File: src/rtl/radix_prefixed_number_parser_macros.svh
// ============================================================================
// Assertion macros for the radix prefixed number parser
// Shared concurrent assertion forms, clocked on i_clk and held off in reset.
// ============================================================================
`ifndef RADIX_PREFIXED_NUMBER_PARSER_MACROS_SVH
`define RADIX_PREFIXED_NUMBER_PARSER_MACROS_SVH

// The consequent must hold in the same cycle as the antecedent.
`define RPNP_ASSERT_SAME(lbl, ante, cons) \
    lbl: assert property (@(posedge i_clk) disable iff (!i_rst_n) (ante) |-> (cons)) \
        else $error("rpnp: same-cycle check failed");

// The consequent must hold in the cycle after the antecedent.
`define RPNP_ASSERT_NEXT(lbl, ante, cons) \
    lbl: assert property (@(posedge i_clk) disable iff (!i_rst_n) (ante) |=> (cons)) \
        else $error("rpnp: next-cycle check failed");

`endif

File: src/rtl/rpnp_pkg.sv
// ============================================================================
// rpnp_pkg
// Types, character codes and the digit decoder for the number parser.
// ============================================================================
package rpnp_pkg;

    localparam int ValueBits   = 16;
    localparam int CharBits    = 8;
    localparam int BaseBits    = 6;
    localparam int OutDataBits = ((ValueBits + CharBits + 7) / 8) * 8;

    typedef logic [ValueBits-1:0] t_val;
    typedef logic [CharBits-1:0]  t_char;
    typedef logic [BaseBits-1:0]  t_base;
    typedef logic [1:0]           t_phase;

    localparam t_phase PhSkip   = 2'd0;
    localparam t_phase PhZero   = 2'd1;
    localparam t_phase PhDigits = 2'd2;

    localparam t_char CharNul    = 8'h00;
    localparam t_char CharSpace  = 8'h20;
    localparam t_char CharDollar = 8'h24;
    localparam t_char CharAmp    = 8'h26;
    localparam t_char CharUpX    = 8'h58;
    localparam t_char CharHash   = 8'h23;
    localparam t_char CharPct    = 8'h25;
    localparam t_char CharDash   = 8'h2d;
    localparam t_char CharZero   = 8'h30;
    localparam t_char CharNine   = 8'h39;
    localparam t_char CharLowA   = 8'h61;
    localparam t_char CharLowZ   = 8'h7a;
    localparam t_char CharUpA    = 8'h41;
    localparam t_char CharUpZ    = 8'h5a;

    localparam t_base BaseHex     = 6'd16;
    localparam t_base BaseDec     = 6'd10;
    localparam t_base BaseBin     = 6'd2;
    localparam t_base BaseNone    = 6'd0;
    localparam t_base DigitNone   = 6'd63;
    localparam t_base LetterValue = 6'd10;

    typedef struct packed {
        t_phase phase;
        t_base  base;
        t_val   acc;
        logic   found;
    } t_state;

    typedef struct packed {
        logic  emit;
        t_val  value;
        logic  found;
        logic  dash_seen;
        t_char stop_char;
    } t_result;

    // Digit value of a character, DigitNone when it is no digit. DigitNone is
    // never below a six-bit base, so one compare decides validity.
    function automatic t_base digit_of(input t_char c);
        t_base d;
        d = DigitNone;
        if (c >= CharZero && c <= CharNine) begin
            d = BaseBits'(c - CharZero);
        end else if (c >= CharLowA && c <= CharLowZ) begin
            d = BaseBits'(c - CharLowA) + LetterValue;
        end else if (c >= CharUpA && c <= CharUpZ) begin
            d = BaseBits'(c - CharUpA) + LetterValue;
        end
        return d;
    endfunction

endpackage

File: src/rtl/radix_prefixed_number_parser.sv
// ============================================================================
// radix_prefixed_number_parser
// Streaming parser of unsigned numbers with radix prefixes, one byte a request.
// ============================================================================
// The block takes one character in every clock cycle and keeps taking them
// without gaps while the output is read. A character first lands in an input
// register. From there a single multiply-add and compare updates the parse
// state and, when a number ends, loads the result register, which follows
// the input register. The parse state loop closes through that multiply-add,
// which sets the rate of one character per cycle while the output is read.
// Input stalls whenever a finished result waits unread at the output while a
// character is held in the input register.
module radix_prefixed_number_parser (
    input  logic        i_clk,
    input  logic        i_rst_n,
    input  logic        i_cfg_valid,
    output logic        o_cfg_ready,
    input  logic [5:0]  i_cfg_data,    // default_base
    input  logic        s_axis_tvalid,
    output logic        s_axis_tready,
    input  logic [7:0]  s_axis_tdata,  // char_in
    output logic        m_axis_tvalid,
    input  logic        m_axis_tready,
    output logic [rpnp_pkg::OutDataBits-1:0] m_axis_tdata, // value, stop_char
    output logic [1:0]  m_axis_tuser   // found, dash_seen
);

`include "radix_prefixed_number_parser_macros.svh"

    logic              r_in_valid;
    rpnp_pkg::t_char   r_char;
    rpnp_pkg::t_state  r_state;
    rpnp_pkg::t_state  n_state;
    rpnp_pkg::t_base   r_default_base;
    logic              r_out_valid;
    rpnp_pkg::t_result r_out;
    rpnp_pkg::t_result w_result;
    logic              w_fire;

    rpnp_step u_step (
        .i_state       (r_state),
        .i_char        (r_char),
        .i_default_base(r_default_base),
        .o_state       (n_state),
        .o_result      (w_result)
    );

    assign o_cfg_ready   = 1'b1;
    assign w_fire        = r_in_valid && (!r_out_valid || m_axis_tready);
    assign s_axis_tready = !r_in_valid || w_fire;
    assign m_axis_tvalid = r_out_valid;
    assign m_axis_tuser  = {r_out.dash_seen, r_out.found};

    always_comb begin
        m_axis_tdata = '0;
        m_axis_tdata[rpnp_pkg::ValueBits-1:0] = r_out.value;
        m_axis_tdata[rpnp_pkg::ValueBits +: rpnp_pkg::CharBits] = r_out.stop_char;
    end

    always_ff @(posedge i_clk) begin
        if (!i_rst_n) begin
            r_default_base <= rpnp_pkg::BaseHex;
        end else if (i_cfg_valid) begin
            r_default_base <= i_cfg_data;
        end
    end

    always_ff @(posedge i_clk) begin
        if (!i_rst_n) begin
            r_in_valid <= 1'b0;
        end else if (s_axis_tready) begin
            r_in_valid <= s_axis_tvalid;
        end
    end

    always_ff @(posedge i_clk) begin
        if (s_axis_tvalid && s_axis_tready) begin
            r_char <= s_axis_tdata;
        end
    end

    always_ff @(posedge i_clk) begin
        if (!i_rst_n) begin
            r_state.phase <= rpnp_pkg::PhSkip;
            r_state.base  <= rpnp_pkg::BaseHex;
            r_state.acc   <= '0;
            r_state.found <= 1'b0;
        end else if (w_fire) begin
            r_state <= n_state;
        end
    end

    always_ff @(posedge i_clk) begin
        if (!i_rst_n) begin
            r_out_valid <= 1'b0;
        end else if (w_fire && w_result.emit) begin
            r_out_valid <= 1'b1;
        end else if (m_axis_tready) begin
            r_out_valid <= 1'b0;
        end
    end

    always_ff @(posedge i_clk) begin
        if (w_fire && w_result.emit) begin
            r_out <= w_result;
        end
    end

    `RPNP_ASSERT_SAME(a_no_digit_zero_value,
        r_out_valid && !r_out.found, r_out.value == '0)
    `RPNP_ASSERT_SAME(a_dash_result,
        r_out_valid && r_out.dash_seen,
        !r_out.found && r_out.stop_char == rpnp_pkg::CharDash)
    `RPNP_ASSERT_NEXT(a_restart_after_result,
        w_fire && w_result.emit,
        r_state.phase == rpnp_pkg::PhSkip && r_state.acc == '0 && !r_state.found)
    `RPNP_ASSERT_NEXT(a_held_char_kept,
        r_in_valid && !w_fire, r_in_valid && $stable(r_char))

endmodule

File: src/rtl/rpnp_step.sv
// ============================================================================
// rpnp_step
// Next parser state and optional result for one character.
// ============================================================================
module rpnp_step (
    input  rpnp_pkg::t_state  i_state,
    input  rpnp_pkg::t_char   i_char,
    input  rpnp_pkg::t_base   i_default_base,
    output rpnp_pkg::t_state  o_state,
    output rpnp_pkg::t_result o_result
);

    logic             take;
    rpnp_pkg::t_base  td_base;
    rpnp_pkg::t_val   td_acc;
    logic             td_found;
    rpnp_pkg::t_base  digit;
    rpnp_pkg::t_val   product;
    rpnp_pkg::t_state stay;
    rpnp_pkg::t_state restart;

    assign digit   = rpnp_pkg::digit_of(i_char);
    assign product = rpnp_pkg::ValueBits'(td_acc * rpnp_pkg::t_val'(td_base));

    always_comb begin
        restart.phase = rpnp_pkg::PhSkip;
        restart.base  = i_default_base;
        restart.acc   = '0;
        restart.found = 1'b0;

        stay     = i_state;
        take     = 1'b0;
        td_base  = i_state.base;
        td_acc   = i_state.acc;
        td_found = i_state.found;
        o_result = '0;
        o_state  = i_state;

        unique case (i_state.phase)
            rpnp_pkg::PhDigits: begin
                take = 1'b1;
            end
            rpnp_pkg::PhZero: begin
                if (i_char == rpnp_pkg::CharUpX) begin
                    o_state.phase = rpnp_pkg::PhDigits;
                    o_state.base  = rpnp_pkg::BaseHex;
                end else if (i_default_base == rpnp_pkg::BaseNone) begin
                    o_result.emit      = 1'b1;
                    o_result.stop_char = rpnp_pkg::CharZero;
                    o_state            = restart;
                end else begin
                    take     = 1'b1;
                    td_base  = i_default_base;
                    td_acc   = '0;
                    td_found = 1'b1;
                end
            end
            default: begin
                if (i_char == rpnp_pkg::CharNul) begin
                    o_result.emit = 1'b1;
                    o_state       = restart;
                end else if (i_char > rpnp_pkg::CharSpace) begin
                    stay.acc   = '0;
                    stay.found = 1'b0;
                    stay.phase = rpnp_pkg::PhDigits;
                    unique case (i_char) inside
                        rpnp_pkg::CharDollar, rpnp_pkg::CharAmp, rpnp_pkg::CharUpX: begin
                            stay.base = rpnp_pkg::BaseHex;
                            o_state   = stay;
                        end
                        rpnp_pkg::CharHash: begin
                            stay.base = rpnp_pkg::BaseDec;
                            o_state   = stay;
                        end
                        rpnp_pkg::CharPct: begin
                            stay.base = rpnp_pkg::BaseBin;
                            o_state   = stay;
                        end
                        rpnp_pkg::CharZero: begin
                            stay.phase = rpnp_pkg::PhZero;
                            o_state    = stay;
                        end
                        rpnp_pkg::CharDash: begin
                            o_result.emit      = 1'b1;
                            o_result.dash_seen = 1'b1;
                            o_result.stop_char = rpnp_pkg::CharDash;
                            o_state            = restart;
                        end
                        default: begin
                            take     = 1'b1;
                            td_base  = i_default_base;
                            td_acc   = '0;
                            td_found = 1'b0;
                        end
                    endcase
                end
            end
        endcase

        if (take) begin
            if (digit < td_base) begin
                o_state.phase = rpnp_pkg::PhDigits;
                o_state.base  = td_base;
                o_state.acc   = product + rpnp_pkg::t_val'(digit);
                o_state.found = 1'b1;
            end else begin
                o_result.emit      = 1'b1;
                o_result.value     = td_found ? td_acc : '0;
                o_result.found     = td_found;
                o_result.stop_char = i_char;
                o_state            = restart;
            end
        end
    end

endmodule
File: config.mk
export PLATFORM = sky130hd
export DESIGN_NAME = radix_prefixed_number_parser
export DESIGN_NICKNAME = d
export VERILOG_FILES = /design/src/rtl/rpnp_pkg.sv /design/src/rtl/radix_prefixed_number_parser.sv /design/src/rtl/rpnp_step.sv
export VERILOG_INCLUDE_DIRS = /design/src /design/src/rtl
export SDC_FILE = /design/constraint.sdc
export NUM_CORES = 1
export LEC_CHECK = 0
export BUFFER_PORTS_ARGS = -buffer_cell sky130_fd_sc_hd__buf_2
export CAP_MARGIN = 20
export CORE_MARGIN = 1.5
export CORE_UTILIZATION = 45
export CTS_CLUSTER_SIZE = 16
export DETAILED_ROUTE_END_ITERATION = 16
export PLACE_DENSITY = 0.65
export RECOVER_POWER = 25
export SETUP_SLACK_MARGIN = 0.2
export SLEW_MARGIN = 20
export SYNTH_ARGS = -nofsm -noshare
export SYNTH_HDL_FRONTEND = slang
export SYNTH_SLANG_ARGS = --single-unit
File: constraint.sdc
create_clock -name i_clk -period 20.7 [get_ports i_clk]
set_input_delay 2.07 -clock i_clk [delete_from_list [all_inputs] [get_ports i_clk]]
set_output_delay 2.07 -clock i_clk [all_outputs]
set_load 0.1 [all_outputs]
==> summary.md, run 1 <==
| Metric | Value |
|---|---|
| Final ANT Viol Nets | `0` |
| Vias post-DR | `4736` |
| Post-synth top area share | `17.6%` |
| Die area | `13600 um2` |
| CP max stage cell | `nor4_1` |
| Root buffer cell | `clkbuf_16` |
| Drt total wl | `14200 um` |
| RSZ-0062 raised after global routing | `no` |
| Status | `completed` |
| Crit Path Max Fanout | `30` |
| Routed WL per cell | `16.5 um` |
| Row Count | `41` |
| Post-CTS Hold Buffers | `0` |
| Via/cell ratio | `5.52` |
| RD Place Congestion | `0.874` |
| H-tree depth | `3` |
| Final Max Tran Viols | `0` |
| Resized Gates After CTS | `0` |
| Area grow syn2layout | `11.4%` |
| TritonCTS clock tree | `done` |
| Syn_nets | `758` |
| Tcrit/Tclk final | `36.6%` |
| Port Buffers | `46` |
| Final core occ | `51.2%` |
| Final Hold Viols | `0` |
| Vias in the first global route | `4778` |
| Global-route wire length before repair | `23500 um` |
| Max transition margin | `22.2%` |
| Leak | `2.83 nW` |
| Remaining DRCs | `0` |
| Clock Path Buffers | `2` |
| Worst vdd ir | `0.0000341 V` |
| Actual slew at the worst max-slew pin | `1.17 ns` |
| Largest area contributor in the netlist | `edfxtp_1` |
| Fraction of registers with async set/reset | `0%` |
| CORE AREA | `12600 um2` |
| Post-synthesis register bit count | `67` |
| Worst skew pair latency | `0.34 ns` |
| CP Launch Type | `flop` |
| Worst clock skew | `0.0110 ns` |
| Post-synth EDFFs | `34` |
| Initial antenna violation count | `0` |
| FMAX | `132 MHz` |
| Die Ht | `117 um` |
| Post-synth top cells | `nor2_1 (133), fa_1 (48), ha_1 (48), inv_1 (48), a21oi_1 (44)` |
| Avg Synthesized Cell Area | `9.02 um2` |
| ANT cells | `0` |
| Hold Path Class | `flop to flop` |
| WHS | `0.456 ns` |
| Starting Density | `46.0%` |
| CP Data Arrival Time | `7.80 ns` |
| Fillers | `1206` |
| Die W | `117 um` |
| I/O pins | `48` |
| Max cap viols | `0` |
| Main area contributors after synthesis | `edfxtp_1 (18%), fa_1 (17%), dfxtp_1 (11%), ha_1 (10%), nor2_1 (8.6%)` |
| Slowest Stage Delay on Critical Path | `0.78 ns` |
| CP Class | `flop to flop` |
| Place WS | `13.36 ns` |
| Critical Path RT | `20.93 ns` |
| DP Wirelength | `10600 um` |
| Final setup viols | `0` |
| Final WS setup | `13.13 ns` |
| Cell area after synthesis | `5800 um2` |
| Clock-pin slew of the registers on the worst-case setup and hold paths | `0.06 ns` |
| Num CTS Buffers | `9` |
| Seq/Total Area, Yosys | `29.0%` |
| Min Tclk post-route | `7.57 ns` |
| Global Route Usage Sum | `22.7%` |
| Distinct cells, synth | `64` |
| Total grt overflow | `0` |
| Final setup TNS | `0 ns` |
| Initial drt markers | `308` |
| Clock sink total | `67` |
| Share of cells above drive strength 1 | `11.7%` |
| Main synth FF type | `edfxtp_1` |
| Crit. End Element | `flop` |
| Mapped Cells | `643` |
| Count leader, synth | `nor2_1` |
| Ys Warns | `0` |
| Pwr dens | `64.6 nW/um2` |
| Fin nets | `796` |
| Post-CTS setup buffer count | `0` |
| Largest net degree at the start of global routing | `31` |
| Initial DRT Pass Iterations | `5` |
==> area by class of cell <==
type | count | area, um2 | area share (%)
multi-input cells | 500 | 3810 | 58.9
flip-flops and latches | 67 | 1680 | 26.0
well taps | 172 | 215 | 3.33
clock buffers | 13 | 283 | 4.37
clock inverters | 3 | 17.5 | 0.271
repair buffers | 53 | 270 | 4.18
inverters | 50 | 188 | 2.90
==> power by group <==
group	switching [W]	internal (W)	leakage [nW]
clock	0.0000588	0.0000954	0.146
sequential	0.00000530	0.000149	0.585
combinational	0.0000833	0.0000255	2.10
==> layer usage <==
metal | global-route usage (%) | vias up | routed length (um)
met4 | 8.27 | 0 | 301
met2 | 36.8 | 139 | 6630
met5 | 0 | - | 0
met3 | 3.84 | 25 | 714
met1 | 30.7 | 2313 | 6540
li1 | - | 2259 | -
==> layout by cell type (no fill, tap or decap), types with 5 or more instances in the layout <==
master and count:
nand2_1 34, clkbuf_1 12, o21ai_0 21, buf_4 7
and2_1 5, edfxtp_1 34, or2_2 9, a21oi_1 44
nand3_1 15, nand2b_1 8, xnor2_1 17, inv_1 48
fa_1 48, dfxtp_1 33, mux2i_1 7, clkbuf_16 11
buf_2 36, nor2_1 132, a21o_1 9, and3_1 9
nor3_1 15, a22oi_1 7, ha_1 48
==> path summary, 6_finish.rpt <==
check	from	endpoint	slack, ns	cells past startpoint
setup reg to reg	r_char[4]$_DFFE_PP_	r_state[15]$_SDFFE_PN0P_	13.13	26
hold / removal	r_state[1]$_SDFFE_PN0P_	r_state[1]$_SDFFE_PN0P_	0.46	2
hold reg to reg	r_state[1]$_SDFFE_PN0P_	r_state[1]$_SDFFE_PN0P_	0.46	2
setup / recovery	r_char[4]$_DFFE_PP_	r_state[15]$_SDFFE_PN0P_	13.13	26
==> kinds of logic (layout without fill, tap and decap cells) <==
family / count (synthesis) / after routing / synth area share, %
XOR/XNOR: 19 / 19 / 3.11
other: 1 / 1 / 0.0646
buffers and inverters: 76 / 119 / 5.28
adder cells (fa/ha/maj): 96 / 96 / 26.9
multiplexers: 8 / 8 / 1.40
AO/OA/AOI/OAI: 126 / 126 / 14.3
flip-flops: 67 / 67 / 29.0
AND/OR/NAND/NOR: 250 / 250 / 19.9
==> flip-flops by register name, indices dropped and copies added (netlist names) <==
signal          flops
r_state            25
m_axis_tdata       24
r_char              8
r_default_base      6
m_axis_tuser        2
m_axis_tvalid       1
r_in_valid          1
==> critical path: cells and delay by family, from the launching register on <==
family	cells	cell delay [ns]
adder cells (fa/ha/maj)	6	2.63
XOR/XNOR	1	0.08
AND/OR/NAND/NOR	4	1.27
buffers and inverters	6	0.90
AO/OA/AOI/OAI	9	2.04
flip-flops	1	0.51
==> stage by stage <==
step	power, W	cell area (um2)	cells
final	0.000417	6460	858
after floorplan	0.000241	5800	643
after detailed placement	0.000265	6180	842
after CTS	0.000420	6480	858
after global placement	0.000264	6180	842
after global routing	0.000434	6460	858
Power figures use the tool's default switching activity.
==> inputs of run 2 (changes only) <==
--- a/config.mk
+++ b/config.mk
@@ -6,6 +6,7 @@
 export SDC_FILE = /design/constraint.sdc
 export NUM_CORES = 1
 export LEC_CHECK = 0
+export ABC_AREA = 1
 export BUFFER_PORTS_ARGS = -buffer_cell sky130_fd_sc_hd__buf_2
 export CAP_MARGIN = 20
 export CORE_MARGIN = 1.5
==> constraint.sdc (replaced) <==
create_clock -name i_clk -period 7.75 [get_ports i_clk]
set_input_delay 0.775 -clock i_clk [delete_from_list [all_inputs] [get_ports i_clk]]
set_output_delay 0.775 -clock i_clk [all_outputs]
set_load 0.1 [all_outputs]
==> run 2 against run 1 <==
  * Worst setup slack worse by 12 ns
  * Clock power rose to 2.9 times the previous value
  * Count of clock-buffer cells in the layout decreased by 4
  * Register-to-register slack worse by 12 ns
  * Die area up 11%
  * Non-clock buffer count down 2
  * Total power rose to 3.4 times the previous value
  * Critical endpoint unchanged
  * Largest cell class unchanged
  * Largest power group is now combinational logic
==> summary.md, run 2 <==
| Metric | Value |
|---|---|
| Fraction of registers with async set/reset | `0% (unchanged)` |
| Largest reg by FF count | `r_state (unchanged)` |
| TritonCTS clock tree | `done (unchanged)` |
| H-tree depth | `3 (unchanged)` |
| CP Class | `flop to flop (unchanged)` |
| Max reg flops | `25 (unchanged)` |
| Final setup viols | `0 (unchanged)` |
| DP Wirelength | `11900 um (was 10600 um)` |
| Vias post-DR | `5359 (was 4736)` |
| Placed cells | `1009 (was 842)` |
| Crit. End Element | `flop (unchanged)` |
| RSZ-0062 raised after global routing | `no (unchanged)` |
| CP Launch Type | `flop (unchanged)` |
| RD Place Congestion | `0.928 (was 0.874)` |
| Global Route Usage Sum | `23.2% (was 22.7%)` |
| Die area | `15100 um2 (was 13600 um2)` |
| Distinct cells, synth | `55 (was 64)` |
| Resized Gates After CTS | `0 (unchanged)` |
| Final Max Tran Viols | `0 (unchanged)` |
| Post-synth top area share | `15.8% (was 17.6%)` |
| Final ANT Viol Nets | `0 (unchanged)` |
| Area grow syn2layout | `10.5% (was 11.4%)` |
| Worst skew pair latency | `0.35 ns (was 0.34 ns)` |
| Post-synth top cells | `nor2_1 (127), nand2_1 (120), inv_1 (100) (was nor2_1 (133), fa_1 (48), ha_1 (48), inv_1 (48), a21oi_1 (44))` |
| Crit Path Max Fanout | `13 (was 30)` |
| CORE AREA | `13900 um2 (was 12600 um2)` |
| Global-route wire length before repair | `26700 um (was 23500 um)` |
| Post-synthesis register bit count | `67 (unchanged)` |
| Main synth FF type | `edfxtp_1 (unchanged)` |
| Most common cell after layout, fill and taps aside | `nor2_1 (unchanged)` |
| Share of cells above drive strength 1 | `14.9% (was 11.7%)` |
| Final Hold Viols | `0 (unchanged)` |
| Ys Warns | `0 (unchanged)` |
| Commonest non-fill, non-tap cells in the layout | `nor2_1 (127), nand2_1 (120), inv_1 (101) (was nor2_1 (132), inv_1 (48), fa_1 (48), ha_1 (48), a21oi_1 (44))` |
| Seq/Total Area, Yosys | `26.0% (was 29.0%)` |
| Port Buffers | `46 (unchanged)` |
| Hold Crit Endpoint | `r_state[13]$_SDFFE_PN0P_ (was r_state[1]$_SDFFE_PN0P_)` |
| Pwr dens | `202 nW/um2 (was 64.6 nW/um2)` |
| Max cap viols | `0 (unchanged)` |
| Via/cell ratio | `5.23 (was 5.52)` |
| Clock-pin slew of the registers on the worst-case setup and hold paths | `0.06 ns (about the same)` |
| Syn_nets | `913 (was 758)` |
| Hold Path Class | `flop to flop (unchanged)` |
| Num CTS Buffers | `9 (unchanged)` |
| Avg Synthesized Cell Area | `8.09 um2 (was 9.02 um2)` |
| Starting Density | `46.3% (was 46.0%)` |
| Initial antenna violation count | `0 (unchanged)` |
| Die W | `123 um (was 117 um)` |
| Worst r2r src | `r_char[0]$_DFFE_PP_ (was r_char[4]$_DFFE_PP_)` |
| Actual slew at the worst max-slew pin | `1.16 ns (was 1.17 ns)` |
| Leak | `3.34 nW (was 2.83 nW)` |
| Total grt overflow | `0 (unchanged)` |
| Post-synth EDFFs | `34 (unchanged)` |
| Main area contributors after synthesis | `edfxtp_1 (16%), fa_1 (15%), dfxtp_1 (10%), ha_1 (9.3%), nor2_1 (7.4%) (was edfxtp_1 (18%), fa_1 (17%), dfxtp_1 (11%), ha_1 (10%), nor2_1 (8.6%))` |
| Critical Path RT | `7.95 ns (was 20.93 ns)` |
| Cell area after synthesis | `6460 um2 (was 5800 um2)` |
| Clock Path Buffers | `2 (unchanged)` |
| WHS | `0.466 ns (was 0.456 ns)` |
| Tcrit/Tclk final | `88.6% (was 36.6%)` |
| Overall Power | `0.00144 W (was 0.000417 W)` |
| Finished Layout Cells | `1025 (was 858)` |
| Fin nets | `955 (was 796)` |
| RR Endpoint | `r_state[15]$_SDFFE_PN0P_ (unchanged)` |
| Initial drt markers | `447 (was 308)` |
| Min Tclk post-route | `6.87 ns (was 7.57 ns)` |
| Slowest Stage Delay on Critical Path | `0.56 ns (was 0.78 ns)` |
| Initial DRT Pass Iterations | `4 (was 5)` |
| Count leader, synth | `nor2_1 (unchanged)` |
| CP max stage cell | `fa_1 (was nor4_1)` |
| Worst vdd ir | `0.0000965 V (was 0.0000341 V)` |
| Hold Crit Start | `r_state[13]$_SDFFE_PN0P_ (was r_state[1]$_SDFFE_PN0P_)` |
| Status | `completed (unchanged)` |
| I/O pins | `48 (unchanged)` |
| FMAX | `146 MHz (was 132 MHz)` |
| Die Ht | `123 um (was 117 um)` |
| Row Count | `43 (was 41)` |
| Vias in the first global route | `5206 (was 4778)` |
| Worst clock skew | `0.00554 ns (was 0.0110 ns)` |
| Routed WL per cell | `15.5 um (was 16.5 um)` |
| Largest area contributor in the netlist | `edfxtp_1 (unchanged)` |
| Mapped Cells | `798 (was 643)` |
| Post-CTS Hold Buffers | `0 (unchanged)` |
| Setup slack, reg-to-reg | `0.88 ns (was 13.13 ns)` |
| Root buffer cell | `clkbuf_16 (unchanged)` |
| Clock sink total | `67 (unchanged)` |
| ANT cells | `0 (unchanged)` |
| Worst r2r path cells | `35 (was 26)` |
| Post-CTS setup buffer count | `0 (unchanged)` |
| Largest net degree at the start of global routing | `27 (was 31)` |
| Remaining DRCs | `0 (unchanged)` |
| Final setup TNS | `0 ns (unchanged)` |
| CP Data Arrival Time | `7.07 ns (was 7.80 ns)` |
| Hold path depth | `2 (unchanged)` |
| Max transition margin | `22.7% (was 22.2%)` |
| Drt total wl | `15900 um (was 14200 um)` |
run 2: changes by cell type after synthesis, moves of 9 or more:
| cell | change |
|---|---|
| nor3_1 | -10 |
| nand3_1 | +33 |
| inv_1 | +52 |
| o21ai_0 | +18 |
| xnor2_1 | -11 |
| nand2_1 | +86 |
| xor2_1 | +9 |
| inv_2 | +10 |
| nor2_4 | +16 |
run 2: kinds of logic after synthesis:
logic type,after synthesis,synth area share (%)
AND/OR/NAND/NOR,363,28.0
buffers and inverters,136,8.72
flip-flops,67,26.0
other,1,0.0581
adder cells (fa/ha/maj),96,24.2
XOR/XNOR,16,2.17
AO/OA/AOI/OAI,119,10.9
run 2: critical path: cells and delay by family (launching register included):
kind / cells / cell delay [ns]
fa+ha+maj: 6 / 2.75
xor+xnor: 1 / 0.09
buf+inv: 8 / 0.86
simple gates: 15 / 1.85
compound gates: 5 / 0.74
flops: 1 / 0.44
run 2: worst max-delay path by stage:
stage | startpoint | end | slack (ns)
after global placement | r_char[0]$_DFFE_PP_ | r_state[15]$_SDFFE_PN0P_ | 1.03
final | r_char[0]$_DFFE_PP_ | r_state[15]$_SDFFE_PN0P_ | 0.88
after floorplan | r_char[0]$_DFFE_PP_ | r_state[15]$_SDFFE_PN0P_ | 1.76
after global routing | r_char[0]$_DFFE_PP_ | r_state[16]$_SDFFE_PN0P_ | 0.29
after detailed placement | r_char[0]$_DFFE_PP_ | r_state[15]$_SDFFE_PN0P_ | 0.98
after CTS | r_char[0]$_DFFE_PP_ | r_state[15]$_SDFFE_PN0P_ | 0.92
run 2: cell type report:
cell class	count	area, um2
timing repair buffer	51	254
fill	1358	6800
clock buffer	9	225
multi-input combinational	595	4210
sequential	67	1680
inverter	116	442
clock inverter	7	92.6
tap	180	225
run 2: layer usage:
layer / part of all wire, % / up-vias / track usage, %
met3: 5.1 / 27 / 3.16
met1: 49 / 2514 / 33.8
met5: 0 / - / 0
met2: 43 / 159 / 34.5
li1: - / 2659 / -
met4: 2.0 / 0 / 9.30
run 2: report_power, final:
| part | switching (W) | internal, W |
|---|---|---|
| sequential | 0.0000193 | 0.000413 |
| clock | 0.000172 | 0.000280 |
| combinational | 0.000436 | 0.000119 |
| total | 0.000627 | 0.000812 |
run 2: per-stage QoR:
| step | utilization (%) | area [um2] | setup slack (ns) |
|---|---|---|---|
| 4_1_cts | 51.3 | 7150 | 0.918 |
| 3_5_place_dp | 49.0 | 6830 | 0.977 |
| 6_report | 51.2 | 7130 | 0.880 |
| 3_3_place_gp | 49.0 | 6830 | 1.03 |
| 2_1_floorplan | - | 6460 | 1.76 |
| 5_1_grt | 51.2 | 7130 | 0.294 |
==> inputs of run 3 (changes only) <==
--- a/config.mk
+++ b/config.mk
@@ -9,6 +9,7 @@
 export ABC_AREA = 1
 export BUFFER_PORTS_ARGS = -buffer_cell sky130_fd_sc_hd__buf_2
 export CAP_MARGIN = 20
+export CORE_ASPECT_RATIO = 1.5
 export CORE_MARGIN = 1.5
 export CORE_UTILIZATION = 45
 export CTS_CLUSTER_SIZE = 16
==> run 3 against run 2 <==
  * Register-to-register slack worse by 0.13 ns
  * Via count is 0.77% higher
  * Die area hardly changed
  * Sequential cell count stayed put
  * Critical path type unchanged
==> summary.md, run 3 (synthesis results as in run 2) <==
| Metric | Value |
|---|---|
| Initial drt markers | `235 (was 447)` |
| RSZ-0062 raised after global routing | `no (unchanged)` |
| Final core occ | `50.8% (was 51.2%)` |
| Worst skew pair latency | `0.34 ns (was 0.35 ns)` |
| Final ANT Viol Nets | `0 (unchanged)` |
| Remaining DRCs | `0 (unchanged)` |
| DP Wirelength | `12200 um (was 11900 um)` |
| Hold Path Class | `flop to flop (unchanged)` |
| Largest reg by FF count | `r_state (unchanged)` |
| Crit Path Max Fanout | `13 (unchanged)` |
| Max reg flops | `25 (unchanged)` |
| FMAX | `143 MHz (was 146 MHz)` |
| Final setup TNS | `0 ns (unchanged)` |
| TritonCTS clock tree | `done (unchanged)` |
| WHS | `0.471 ns (was 0.466 ns)` |
| Row Count | `53 (was 43)` |
| Resized Gates After CTS | `0 (unchanged)` |
| Pwr dens | `195 nW/um2 (was 202 nW/um2)` |
| Finished Layout Cells | `1036 (was 1025)` |
| Share of cells above drive strength 1 | `14.7% (was 14.9%)` |
| Largest net degree at the start of global routing | `27 (unchanged)` |
| Final Max Tran Viols | `0 (unchanged)` |
| Starting Density | `46.1% (was 46.3%)` |
| CP startpoint | `r_char[0]$_DFFE_PP_ (unchanged)` |
| Die W | `101 um (was 123 um)` |
| Worst vdd ir | `0.000168 V (was 0.0000965 V)` |
| Crit. End Element | `flop (unchanged)` |
| I/O pins | `48 (unchanged)` |
| H-tree depth | `3 (unchanged)` |
| Port Buffers | `46 (unchanged)` |
| Vias in the first global route | `5273 (was 5206)` |
| Max transition margin | `22.3% (was 22.7%)` |
| Placed cells | `1020 (was 1009)` |
| Global-route wire length before repair | `25500 um (was 26700 um)` |
| Final Hold Viols | `0 (unchanged)` |
| Actual slew at the worst max-slew pin | `1.17 ns (was 1.16 ns)` |
| Final setup viols | `0 (unchanged)` |
| Die area | `15100 um2 (about the same)` |
| CP Data Arrival Time | `7.20 ns (was 7.07 ns)` |
| Tcrit/Tclk final | `90.4% (was 88.6%)` |
| Area grow syn2layout | `10.1% (was 10.5%)` |
| Die Ht | `150 um (was 123 um)` |
| Vias post-DR | `5400 (was 5359)` |
| RD Place Congestion | `0.926 (was 0.928)` |
| ANT cells | `0 (unchanged)` |
| Clock Path Buffers | `2 (unchanged)` |
| Global Route Usage Sum | `22.3% (was 23.2%)` |
| Via/cell ratio | `5.21 (was 5.23)` |
| Initial antenna violation count | `0 (unchanged)` |
| Root buffer cell | `clkbuf_16 (unchanged)` |
| Total grt overflow | `0 (unchanged)` |
| Fin nets | `954 (was 955)` |
| Hold Crit Start | `r_state[13]$_SDFFE_PN0P_ (unchanged)` |
| Largest delay share family, worst path | `adder cells (unchanged)` |
| CP bufs+invs | `8 (unchanged)` |
| Worst clock skew | `0.00736 ns (was 0.00554 ns)` |
| CP max stage cell | `fa_1 (unchanged)` |
| Drt total wl | `15700 um (was 15900 um)` |
| Status | `completed (unchanged)` |
| Initial DRT Pass Iterations | `5 (was 4)` |
| Leak | `3.33 nW (was 3.34 nW)` |
| Critical Path RT | `7.95 ns (about the same)` |
| Max cap viols | `0 (unchanged)` |
| Slowest Stage Delay on Critical Path | `0.55 ns (was 0.56 ns)` |
| Most common cell after layout, fill and taps aside | `nor2_1 (unchanged)` |
| Min Tclk post-route | `7.00 ns (was 6.87 ns)` |
| CP Launch Type | `flop (unchanged)` |
| Clock-pin slew of the registers on the worst-case setup and hold paths | `0.06 ns (about the same)` |
| Commonest non-fill, non-tap cells in the layout | `nor2_1 (127), nand2_1 (120), inv_1 (100) (was nor2_1 (127), nand2_1 (120), inv_1 (101))` |
| Post-CTS setup buffer count | `0 (unchanged)` |
| Overall Power | `0.00138 W (was 0.00144 W)` |
| CP Class | `flop to flop (unchanged)` |
| Num CTS Buffers | `9 (unchanged)` |
| Worst r2r src | `r_char[0]$_DFFE_PP_ (unchanged)` |
| Clock sink total | `67 (unchanged)` |
| Post-CTS Hold Buffers | `0 (unchanged)` |
| Routed WL per cell | `15.2 um (was 15.5 um)` |
| CORE AREA | `14000 um2 (was 13900 um2)` |
run 3: where the power goes:
part / switching (W) / internal [W] / leakage [nW] / total [W]
clock: 0.000158 / 0.000246 / 0.140 / 0.000404
sequential: 0.0000186 / 0.000414 / 0.590 / 0.000432
combinational: 0.000429 / 0.000118 / 2.60 / 0.000547
total: 0.000606 / 0.000778 / 3.33 / 0.00138
run 3: metrics by stage:
stage / instance area (um2) / setup slack [ns]
floorplan: 6460 / 1.76
global placement: 6840 / 1.01
detailed placement: 6840 / 0.880
CTS: 7120 / 0.765
global route: 7110 / 0.209
finish: 7110 / 0.746
run 3: worst paths after layout:
path / slack, ns / depth (start not counted) / end
worst max-delay path: 0.75 / 35 / r_state[15]$_SDFFE_PN0P_
worst min-delay path: 0.47 / 2 / r_state[13]$_SDFFE_PN0P_
worst max register to register: 0.75 / 35 / r_state[15]$_SDFFE_PN0P_
worst min register to register: 0.47 / 2 / r_state[13]$_SDFFE_PN0P_
run 3: metal layers:
metal  global-route usage, %  share of wire, %  up-vias
li1                        -                 -     2653
met1                    24.8                40     2558
met2                    39.8                52      145
met5                       0                 0        -
met4                    13.1               4.8        0
met3                    3.18               4.0       44
run 3: worst register-to-register path: cells and delay by family, from the launching register on:
kind / cells / cell delay (ns)
adders and majority gates: 6 / 2.73
and+or+nand+nor: 15 / 1.92
buffers and inverters: 8 / 0.93
AOI/OAI and AO/OA: 5 / 0.77
DFF: 1 / 0.43
xor gates and xnor gates: 1 / 0.09
run 3: layout make-up:
class,instances,area [um2]
Inverter,116,442
Fill cell,1371,6890
Clock buffer,10,229
Sequential cell,67,1680
Clock inverter,6,56.3
Multi-Input combinational cell,595,4210
Tap cell,192,240
Timing Repair Buffer,50,246
